`config.mk`:
```
export PLATFORM = sky130hd
export DESIGN_NAME = dhcp_option_parse_and_lease
export DESIGN_NICKNAME = d
export VERILOG_FILES = /design/src/dhcpl_pkg.sv /design/src/dhcp_option_parse_and_lease.sv /design/src/dhcpl_lease.sv /design/src/dhcpl_parse.sv
export SDC_FILE = /design/constraint.sdc
export NUM_CORES = 1
export LEC_CHECK = 0
export BUFFER_PORTS_ARGS = -buffer_cell sky130_fd_sc_hd__buf_2
export CAP_MARGIN = 20
export CORE_UTILIZATION = 65
export DETAILED_ROUTE_END_ITERATION = 8
export MAX_ROUTING_LAYER = met4
export PLACE_DENSITY = 0.86
export REMOVE_ABC_BUFFERS = 1
export SETUP_SLACK_MARGIN = 0.5
export SKIP_LAST_GASP = 1
export SLEW_MARGIN = 25
export SYNTH_ARGS = -nofsm -noshare
export SYNTH_HDL_FRONTEND = slang
export SYNTH_SLANG_ARGS = --single-unit
```
`constraint.sdc`:
```
create_clock -name clk -period 17.3 [get_ports clk]
set_input_delay 0.865 -clock clk [delete_from_list [all_inputs] [get_ports clk]]
set_output_delay 0.865 -clock clk [all_outputs]
set_load 0.01 [all_outputs]
```
`src/dhcpl_pkg.sv`:
```
// Shared types and constants for the DHCP option parser and lease block.
// Used by every module under src; depends on nothing.
package dhcpl_pkg;

  localparam int unsigned TABLE_ENTRIES_DEF = 4;
  localparam int unsigned ADDR_W = 4;
  localparam int unsigned MAC_W = 48;

  localparam logic [ADDR_W-3:0] REG_SERVER_IP = 2'd0;
  localparam logic [ADDR_W-3:0] REG_POOL_LOW  = 2'd1;
  localparam logic [ADDR_W-3:0] REG_POOL_HIGH = 2'd2;

  localparam logic [31:0] SERVER_IP_RESET = 32'hC0A8_A901;
  localparam logic [7:0]  POOL_LOW_RESET  = 8'd2;
  localparam logic [7:0]  POOL_HIGH_RESET = 8'd254;

  localparam logic [MAC_W-1:0] MAC_ONES = {MAC_W{1'b1}};

  localparam logic [7:0] OPT_PAD      = 8'd0;
  localparam logic [7:0] OPT_END      = 8'd255;
  localparam logic [7:0] OPT_REQ_IP   = 8'd50;
  localparam logic [7:0] OPT_MSG_TYPE = 8'd53;

  localparam logic [7:0] TYPE_DISCOVER = 8'd1;
  localparam logic [7:0] TYPE_REQUEST  = 8'd3;

  localparam logic [1:0] KIND_NONE  = 2'd0;
  localparam logic [1:0] KIND_NAK   = 2'd1;
  localparam logic [1:0] KIND_OFFER = 2'd2;
  localparam logic [1:0] KIND_ACK   = 2'd3;

  localparam logic [2:0] CAPTURE_MAX = 3'd4;

  typedef struct packed {
    logic        valid;
    logic [1:0]  kind;
    logic [31:0] lease_ip;
    logic [7:0]  msg_type;
  } reply_t;

endpackage

```
`src/dhcp_option_parse_and_lease.sv`:
```
// Top level of the DHCP option parser and lease block: input and result
// registers, configuration port. Depends on dhcpl_pkg, dhcpl_lease, dhcpl_parse.
//
//   Channel   Handshake                 Beat
//   input     in_valid / in_ready       first, client_mac, data
//   result    out_valid / out_ready     reply_kind, lease_ip, msg_type
//   config    psel/penable/pwrite       paddr, pwdata, prdata (pready tied high)
//
// One byte a cycle sustained while the result is not held; a byte waits in the
// input register; its reply, if any, is registered in the result register.
// The lease lookup compares all table entries in parallel in the same cycle.
// A stalled result blocks further bytes only once the input register is full.
// Synchronous reset clears the lease table, parser, counters and valid flags.
module dhcp_option_parse_and_lease #(
  parameter int unsigned TABLE_ENTRIES = dhcpl_pkg::TABLE_ENTRIES_DEF
) (
  input  logic                         clk,
  input  logic                         rst,
  input  logic                         in_valid,
  output logic                         in_ready,
  input  logic                         first,
  input  logic [dhcpl_pkg::MAC_W-1:0]  client_mac,
  input  logic [7:0]                   data,
  output logic                         out_valid,
  input  logic                         out_ready,
  output logic [1:0]                   reply_kind,
  output logic [31:0]                  lease_ip,
  output logic [7:0]                   msg_type,
  input  logic                         psel,
  input  logic                         penable,
  input  logic                         pwrite,
  input  logic [dhcpl_pkg::ADDR_W-1:0] paddr,
  input  logic [31:0]                  pwdata,
  output logic [31:0]                  prdata,
  output logic                         pready
);

  logic [31:0] server_ip;
  logic [7:0]  pool_low;
  logic [7:0]  pool_high;

  logic                        ir_valid;
  logic                        ir_first;
  logic [dhcpl_pkg::MAC_W-1:0] ir_mac;
  logic [7:0]                  ir_data;

  logic              advance;
  logic [7:0]        lease_host;
  dhcpl_pkg::reply_t reply;

  assign pready = 1'b1;
  assign advance = ir_valid && (!out_valid || out_ready);
  assign in_ready = !ir_valid || advance;

  always_comb begin
    case (paddr[dhcpl_pkg::ADDR_W-1:2])
      dhcpl_pkg::REG_SERVER_IP: prdata = server_ip;
      dhcpl_pkg::REG_POOL_LOW:  prdata = {24'd0, pool_low};
      dhcpl_pkg::REG_POOL_HIGH: prdata = {24'd0, pool_high};
      default:                  prdata = '0;
    endcase
  end

  always_ff @(posedge clk) begin
    if (rst) begin
      server_ip <= dhcpl_pkg::SERVER_IP_RESET;
      pool_low <= dhcpl_pkg::POOL_LOW_RESET;
      pool_high <= dhcpl_pkg::POOL_HIGH_RESET;
    end else if (psel && penable && pwrite && pready) begin
      case (paddr[dhcpl_pkg::ADDR_W-1:2])
        dhcpl_pkg::REG_SERVER_IP: server_ip <= pwdata;
        dhcpl_pkg::REG_POOL_LOW:  pool_low <= pwdata[7:0];
        dhcpl_pkg::REG_POOL_HIGH: pool_high <= pwdata[7:0];
        default: begin
        end
      endcase
    end
  end

  always_ff @(posedge clk) begin
    if (rst) begin
      ir_valid <= 1'b0;
    end else if (in_valid && in_ready) begin
      ir_valid <= 1'b1;
    end else if (advance) begin
      ir_valid <= 1'b0;
    end
    if (in_valid && in_ready) begin
      ir_first <= first;
      ir_mac <= client_mac;
      ir_data <= data;
    end
  end

  always_ff @(posedge clk) begin
    if (rst) begin
      out_valid <= 1'b0;
    end else if (reply.valid) begin
      out_valid <= 1'b1;
    end else if (out_ready) begin
      out_valid <= 1'b0;
    end
    if (reply.valid) begin
      reply_kind <= reply.kind;
      lease_ip <= reply.lease_ip;
      msg_type <= reply.msg_type;
    end
  end

  dhcpl_lease #(
    .TABLE_ENTRIES(TABLE_ENTRIES)
  ) u_lease (
    .clk       (clk),
    .rst       (rst),
    .step      (advance && ir_first),
    .mac       (ir_mac),
    .pool_low  (pool_low),
    .pool_high (pool_high),
    .host      (lease_host)
  );

  dhcpl_parse u_parse (
    .clk        (clk),
    .rst        (rst),
    .step       (advance),
    .first      (ir_first),
    .data       (ir_data),
    .lease_host (lease_host),
    .server_ip  (server_ip),
    .reply      (reply)
  );

  a_no_overwrite: assert property (@(posedge clk) disable iff (rst)
    reply.valid |-> !out_valid || out_ready)
    else $error("Reply produced while the result register was held.");

  a_held_byte_kept: assert property (@(posedge clk) disable iff (rst)
    ir_valid && !advance |=> ir_valid && $stable(ir_data) && $stable(ir_first))
    else $error("Buffered byte lost while stalled.");

  a_reply_prefix: assert property (@(posedge clk) disable iff (rst)
    reply.valid |=> lease_ip[31:8] == $past(server_ip[31:8]))
    else $error("Client address prefix does not match the server address.");

endmodule

```
`src/dhcpl_lease.sv`:
```
// Lease table: matches the client MAC and hands out host numbers round-robin.
// Depends on dhcpl_pkg.
module dhcpl_lease #(
  parameter int unsigned TABLE_ENTRIES = dhcpl_pkg::TABLE_ENTRIES_DEF
) (
  input  logic                        clk,
  input  logic                        rst,
  input  logic                        step,
  input  logic [dhcpl_pkg::MAC_W-1:0] mac,
  input  logic [7:0]                  pool_low,
  input  logic [7:0]                  pool_high,
  output logic [7:0]                  host
);

  localparam int unsigned SLOT_W = (TABLE_ENTRIES > 1) ? $clog2(TABLE_ENTRIES) : 1;
  localparam logic [SLOT_W-1:0] SLOT_LAST = SLOT_W'(TABLE_ENTRIES - 1);

  logic [dhcpl_pkg::MAC_W-1:0] lease_mac [TABLE_ENTRIES];
  logic [7:0]                  lease_host [TABLE_ENTRIES];
  logic [SLOT_W-1:0]           replace_slot;
  logic [7:0]                  next_host;

  logic       special;
  logic       hit;
  logic [7:0] hit_host;
  logic       allocate;

  always_comb begin
    special = (mac == '0) || (mac == dhcpl_pkg::MAC_ONES);
    hit = 1'b0;
    hit_host = '0;
    for (int i = TABLE_ENTRIES - 1; i >= 0; i--) begin
      if (lease_mac[i] == mac) begin
        hit = 1'b1;
        hit_host = lease_host[i];
      end
    end
    if (special) begin
      host = pool_high;
    end else if (hit) begin
      host = hit_host;
    end else begin
      host = next_host;
    end
    allocate = step && !special && !hit;
  end

  always_ff @(posedge clk) begin
    if (rst) begin
      for (int i = 0; i < TABLE_ENTRIES; i++) begin
        lease_mac[i] <= '0;
        lease_host[i] <= '0;
      end
      replace_slot <= '0;
      next_host <= dhcpl_pkg::POOL_LOW_RESET;
    end else if (allocate) begin
      lease_mac[replace_slot] <= mac;
      lease_host[replace_slot] <= next_host;
      replace_slot <= (replace_slot == SLOT_LAST) ? '0 : replace_slot + 1'b1;
      next_host <= (next_host >= pool_high) ? pool_low : next_host + 8'd1;
    end
  end

  a_slot_in_range: assert property (@(posedge clk) disable iff (rst)
    replace_slot <= SLOT_LAST)
    else $error("Replacement slot left the table.");

  a_alloc_advances: assert property (@(posedge clk) disable iff (rst)
    allocate && (TABLE_ENTRIES > 1) |=> replace_slot != $past(replace_slot))
    else $error("Replacement slot did not advance after a new lease.");

endmodule

```
`src/dhcpl_parse.sv`:
```
// Option walker: tracks type-length-value position, captures the message type
// and requested IP, and forms the reply on END. Depends on dhcpl_pkg.
module dhcpl_parse (
  input  logic              clk,
  input  logic              rst,
  input  logic              step,
  input  logic              first,
  input  logic [7:0]        data,
  input  logic [7:0]        lease_host,
  input  logic [31:0]       server_ip,
  output dhcpl_pkg::reply_t reply
);

  typedef enum logic [1:0] {
    PH_IDLE,
    PH_CODE,
    PH_LEN,
    PH_BODY
  } phase_t;

  phase_t      phase, phase_next, phase_cur;
  logic [7:0]  current_code, current_code_next, code_cur;
  logic [7:0]  bytes_left, bytes_left_next, left_cur;
  logic [31:0] requested_addr, requested_addr_next, req_cur;
  logic [2:0]  capture_count, capture_count_next, count_cur;
  logic [7:0]  seen_type, seen_type_next, type_cur;
  logic [7:0]  assigned_host, assigned_host_next;
  logic [31:0] cip;

  always_comb begin
    if (first) begin
      phase_cur = PH_CODE;
      code_cur = '0;
      left_cur = '0;
      req_cur = '0;
      count_cur = '0;
      type_cur = '0;
      assigned_host_next = lease_host;
    end else begin
      phase_cur = phase;
      code_cur = current_code;
      left_cur = bytes_left;
      req_cur = requested_addr;
      count_cur = capture_count;
      type_cur = seen_type;
      assigned_host_next = assigned_host;
    end

    phase_next = phase_cur;
    current_code_next = code_cur;
    bytes_left_next = left_cur;
    requested_addr_next = req_cur;
    capture_count_next = count_cur;
    seen_type_next = type_cur;

    cip = {server_ip[31:8], assigned_host_next};
    reply.valid = 1'b0;
    reply.lease_ip = cip;
    reply.msg_type = type_cur;
    if ((req_cur != '0) && (req_cur != cip)) begin
      reply.kind = dhcpl_pkg::KIND_NAK;
    end else if (type_cur == dhcpl_pkg::TYPE_DISCOVER) begin
      reply.kind = dhcpl_pkg::KIND_OFFER;
    end else if (type_cur == dhcpl_pkg::TYPE_REQUEST) begin
      reply.kind = dhcpl_pkg::KIND_ACK;
    end else begin
      reply.kind = dhcpl_pkg::KIND_NONE;
    end

    case (phase_cur)
      PH_CODE: begin
        if (data == dhcpl_pkg::OPT_END) begin
          reply.valid = 1'b1;
          phase_next = PH_IDLE;
        end else if (data != dhcpl_pkg::OPT_PAD) begin
          current_code_next = data;
          phase_next = PH_LEN;
        end
      end
      PH_LEN: begin
        bytes_left_next = data;
        capture_count_next = '0;
        if (code_cur == dhcpl_pkg::OPT_REQ_IP) begin
          requested_addr_next = '0;
        end
        phase_next = (data == '0) ? PH_CODE : PH_BODY;
      end
      PH_BODY: begin
        if ((code_cur == dhcpl_pkg::OPT_MSG_TYPE) && (count_cur == '0)) begin
          seen_type_next = data;
        end
        if ((code_cur == dhcpl_pkg::OPT_REQ_IP) && (count_cur < dhcpl_pkg::CAPTURE_MAX)) begin
          requested_addr_next = {req_cur[23:0], data};
        end
        if (count_cur < dhcpl_pkg::CAPTURE_MAX) begin
          capture_count_next = count_cur + 3'd1;
        end
        bytes_left_next = left_cur - 8'd1;
        if (bytes_left_next == '0) begin
          phase_next = PH_CODE;
        end
      end
      default: begin
      end
    endcase

    reply.valid = reply.valid && step;
  end

  always_ff @(posedge clk) begin
    if (rst) begin
      phase <= PH_IDLE;
      current_code <= '0;
      bytes_left <= '0;
      requested_addr <= '0;
      capture_count <= '0;
      seen_type <= '0;
      assigned_host <= '0;
    end else if (step) begin
      phase <= phase_next;
      current_code <= current_code_next;
      bytes_left <= bytes_left_next;
      requested_addr <= requested_addr_next;
      capture_count <= capture_count_next;
      seen_type <= seen_type_next;
      assigned_host <= assigned_host_next;
    end
  end

  a_end_goes_idle: assert property (@(posedge clk) disable iff (rst)
    reply.valid |=> phase == PH_IDLE)
    else $error("Parser did not stop after END.");

  a_idle_ignores: assert property (@(posedge clk) disable iff (rst)
    step && !first && (phase == PH_IDLE) |-> !reply.valid)
    else $error("Reply given for a byte after END.");

  a_empty_option: assert property (@(posedge clk) disable iff (rst)
    step && !first && (phase == PH_LEN) && (data == '0) |=> phase == PH_CODE)
    else $error("Zero-length option did not return to the code position.");

  a_capture_bound: assert property (@(posedge clk) disable iff (rst)
    capture_count <= dhcpl_pkg::CAPTURE_MAX)
    else $error("Capture count passed four.");

endmodule
```
==> flow_summary.toml <==
[placed_design]
portBuffers = 173
gp_congestion = 0.901
place_area_um2 = 22200
dp_hpwl_mm = 32.0

[finish]
design_area_um2 = 23700
syn2layout_area_growth_pct = 10.7
fin_nets = 2092
drive_above_1_share_pct = 15.1

[die]
dieArea_um2 = 33600
start_util_pct = 65.8
core_um2 = 32500
die_w_um = 183
rows = 66
die-height_um = 183
pin_count = 177

[synthesis]
synth_cell_types = 74
ys_ff_latch = 452
yosys-top-cells-count = "323 x edfxtp_1, 194 x and2_1, 134 x nand2_1"
syn-cell-area_um2 = 21400
syn_area_per_cell_um2 = 11.4
synth_edf_count = 323
yosys.area.top_type = "edfxtp_1"
synthArstFlopShare_pct = 0
synth_flop_cell = "edfxtp_1"
ys_warn_count = 0
synth_area_leaders = "edfxtp_1 45%, dfxtp_1 12%, and2_1 5.7%"
yosysSeqAreaShare_pct = 57.5
yosysMostFrequentCell = "edfxtp_1"
synth_top_cell_area_share_pct = 45.4
syn_inst = 1878

[drt]
detail-route-antenna-nets = 0
drt-met1-wl_mm = 19.2
dr_wl_met3_mm = 5.41
wirelength_mm = 50.7
dr.max_layer_used = "met4"
dr.first_iter.drc_count = 1793
post_drt_wl_per_cell_um = 20.6
viasPerCell = 6.27
vias = 15391
drc = 0
dr_wl_met2_mm = 24.4
drt-pass1-iter-count = 6

[timing]
setup_viol = 0
max_freq_ghz = 0.213
tightest_slew_ns = 1.06
report.final.slew_viol_count = 0
clock_skew_ns = 0.0231
hold_viol = 0
fin_crit_ns = 4.70
fin_tns_setup_ns = 0
rsz0062_at_grt = "no"
slew-limit-headroom_pct = 28.8
timing.final.crit_share_pct = 27.2

[grt]
grt_max_degree = 102
antenna_found_initial = 1
grtUsageTotal_pct = 30.9
grt_pass1_vias = 14602
overflow = 0
grt_pass1_wl_mm = 78.3

[power]
p_leak_nw = 9.09
peakVddDrop_mv = 0.0895
p_per_area_nw_per_um2 = 99.6

[worst_setup_path]
crit_buf_inv = 2
worstPathArrival_ns = 4.88
crit_slowest_cell = "edfxtp_1"
cp_top_family = "simple AND/OR/NAND/NOR gates"
slowest_delay_ns = 0.77
path_max_fanout = 57
crit_required_ns = 17.48
endpoint_kind = "flop"
path_common_cell = "buf_4"
crit_path_start_kind = "flop"
crit_type = "flop to flop"
crit_chain = "xor2_1, nor4_1, nand4_1, nor3_4, nor4_4, and3_1, nand2_1, nor3b_2, buf_4, or2_2, buf_4"

[clocking]
clk_pin_slew_ns = 0.06
cts_resized = 0
cts_tree = "done"
post_cts_buffers = 0
htree_levels = 2
cts_num_sinks = 452
cts_root_buffer = "clkbuf_16"
numCtsBuffers = 45
clock_path_buffers = 3
clk_latency_ns = 0.56
postCtsHoldBufs = 0

[run_status]
status = "complete, no violations"

[min_path]
hp-class = "flop to flop"

[job]
drv_cap = 0
-- layout by cell type (no fill, tap or decap), types with 15 or more instances in the layout --
master	n
buf_4	20
nor3_1	15
nand4_1	54
mux2i_1	21
buf_2	172
dfxtp_1	129
nand3_1	23
and2_1	193
a22oi_1	47
xor2_1	103
o21ai_0	42
inv_1	25
clkbuf_16	49
nor4_1	47
a31oi_1	15
edfxtp_1	323
xnor2_1	109
nand2_1	134
nor2_1	131
and3_1	63
a21oi_1	68
-- cells by family after synthesis --
family                     Yosys count  synth area share [%]
and+or+nand+nor                    738                  19.1
muxes                               24                  1.14
adders and majority gates           14                 0.820
other                                1                0.0175
AOI/OAI and AO/OA                  270                  8.44
xor gates and xnor gates           213                  8.77
DFF                                452                  57.5
buffers and inverters              166                  4.27
-- registers in the layout (all words and copies together), names as in the netlist, 2 cells and up --
register                count
u_lease.lease_mac         192
ir_mac                     48
lease_ip                   32
server_ip                  32
u_lease.lease_host         32
u_parse.requested_addr     32
ir_data                     8
msg_type                    8
pool_high                   8
pool_low                    8
u_lease.next_host           8
u_parse.assigned_host       8
u_parse.bytes_left          8
u_parse.current_code        8
u_parse.seen_type           8
u_parse.capture_count       3
reply_kind                  2
u_lease.replace_slot        2
u_parse.phase               2
-- power by group --
group	leakage (nW)	internal [W]	total, W	switching (W)
sequential	4.34	0.00120	0.00126	0.0000615
clock	0.736	0.000558	0.000963	0.000405
combinational	4.02	0.0000573	0.000135	0.0000777
total	9.09	0.00181	0.00236	0.000545
-- worst paths after layout --
kind / start / end / slack (ns) / cells past startpoint
worst min register to register: server_ip[5] / server_ip[5] / 0.46 / 2
worst min-delay path: server_ip[5] / server_ip[5] / 0.46 / 2
worst max-delay path: ir_mac[3] / u_lease.lease_mac[1][47] / 12.60 / 11
worst max register to register: ir_mac[3] / u_lease.lease_mac[1][47] / 12.60 / 11
-- area by class of cell --
cell class | count | area [um2]
inverter | 26 | 97.6
tap | 442 | 553
sequential | 452 | 12300
clock inverter | 17 | 131
multi-input combinational | 1260 | 8220
clock buffer | 64 | 1340
antenna | 2 | 5.00
timing repair buffer | 193 | 1020
fill | 2118 | 8800
-- per-layer routing --
layer  up-vias  GRT usage [%]
met3       154           5.10
li1       6955              -
met1      7350           40.1
met4         0           10.8
met5         -              -
met2       932           49.4
-- worst reg2reg max path: stages (launching register included) --
cell and delay (ns):
edfxtp_1 0.77, xor2_1 0.35, nor4_1 0.11, nand4_1 0.32, nor3_4 0.17, nor4_4 0.54, and3_1 0.31, nand2_1 0.18
nor3b_2 0.24, buf_4 0.46, or2_2 0.22, buf_4 0.61
-- stage by stage --
| stage | cells | hold WS, ns | utilization [%] | setup slack [ns] | total power (W) |
|---|---|---|---|---|---|
| floorplan | 1738 | 0.430 | - | 10.67 | 0.00134 |
| global placement | 2373 | 0.441 | 68.3 | 12.95 | 0.00140 |
| detailed placement | 2373 | 0.448 | 68.3 | 12.87 | 0.00141 |
| CTS | 2454 | 0.459 | 72.8 | 12.80 | 0.00236 |
| global route | 2455 | 0.466 | 72.9 | 12.34 | 0.00242 |
| finish | 2456 | 0.460 | 72.9 | 12.60 | 0.00236 |
Power figures use the tool's default switching activity.
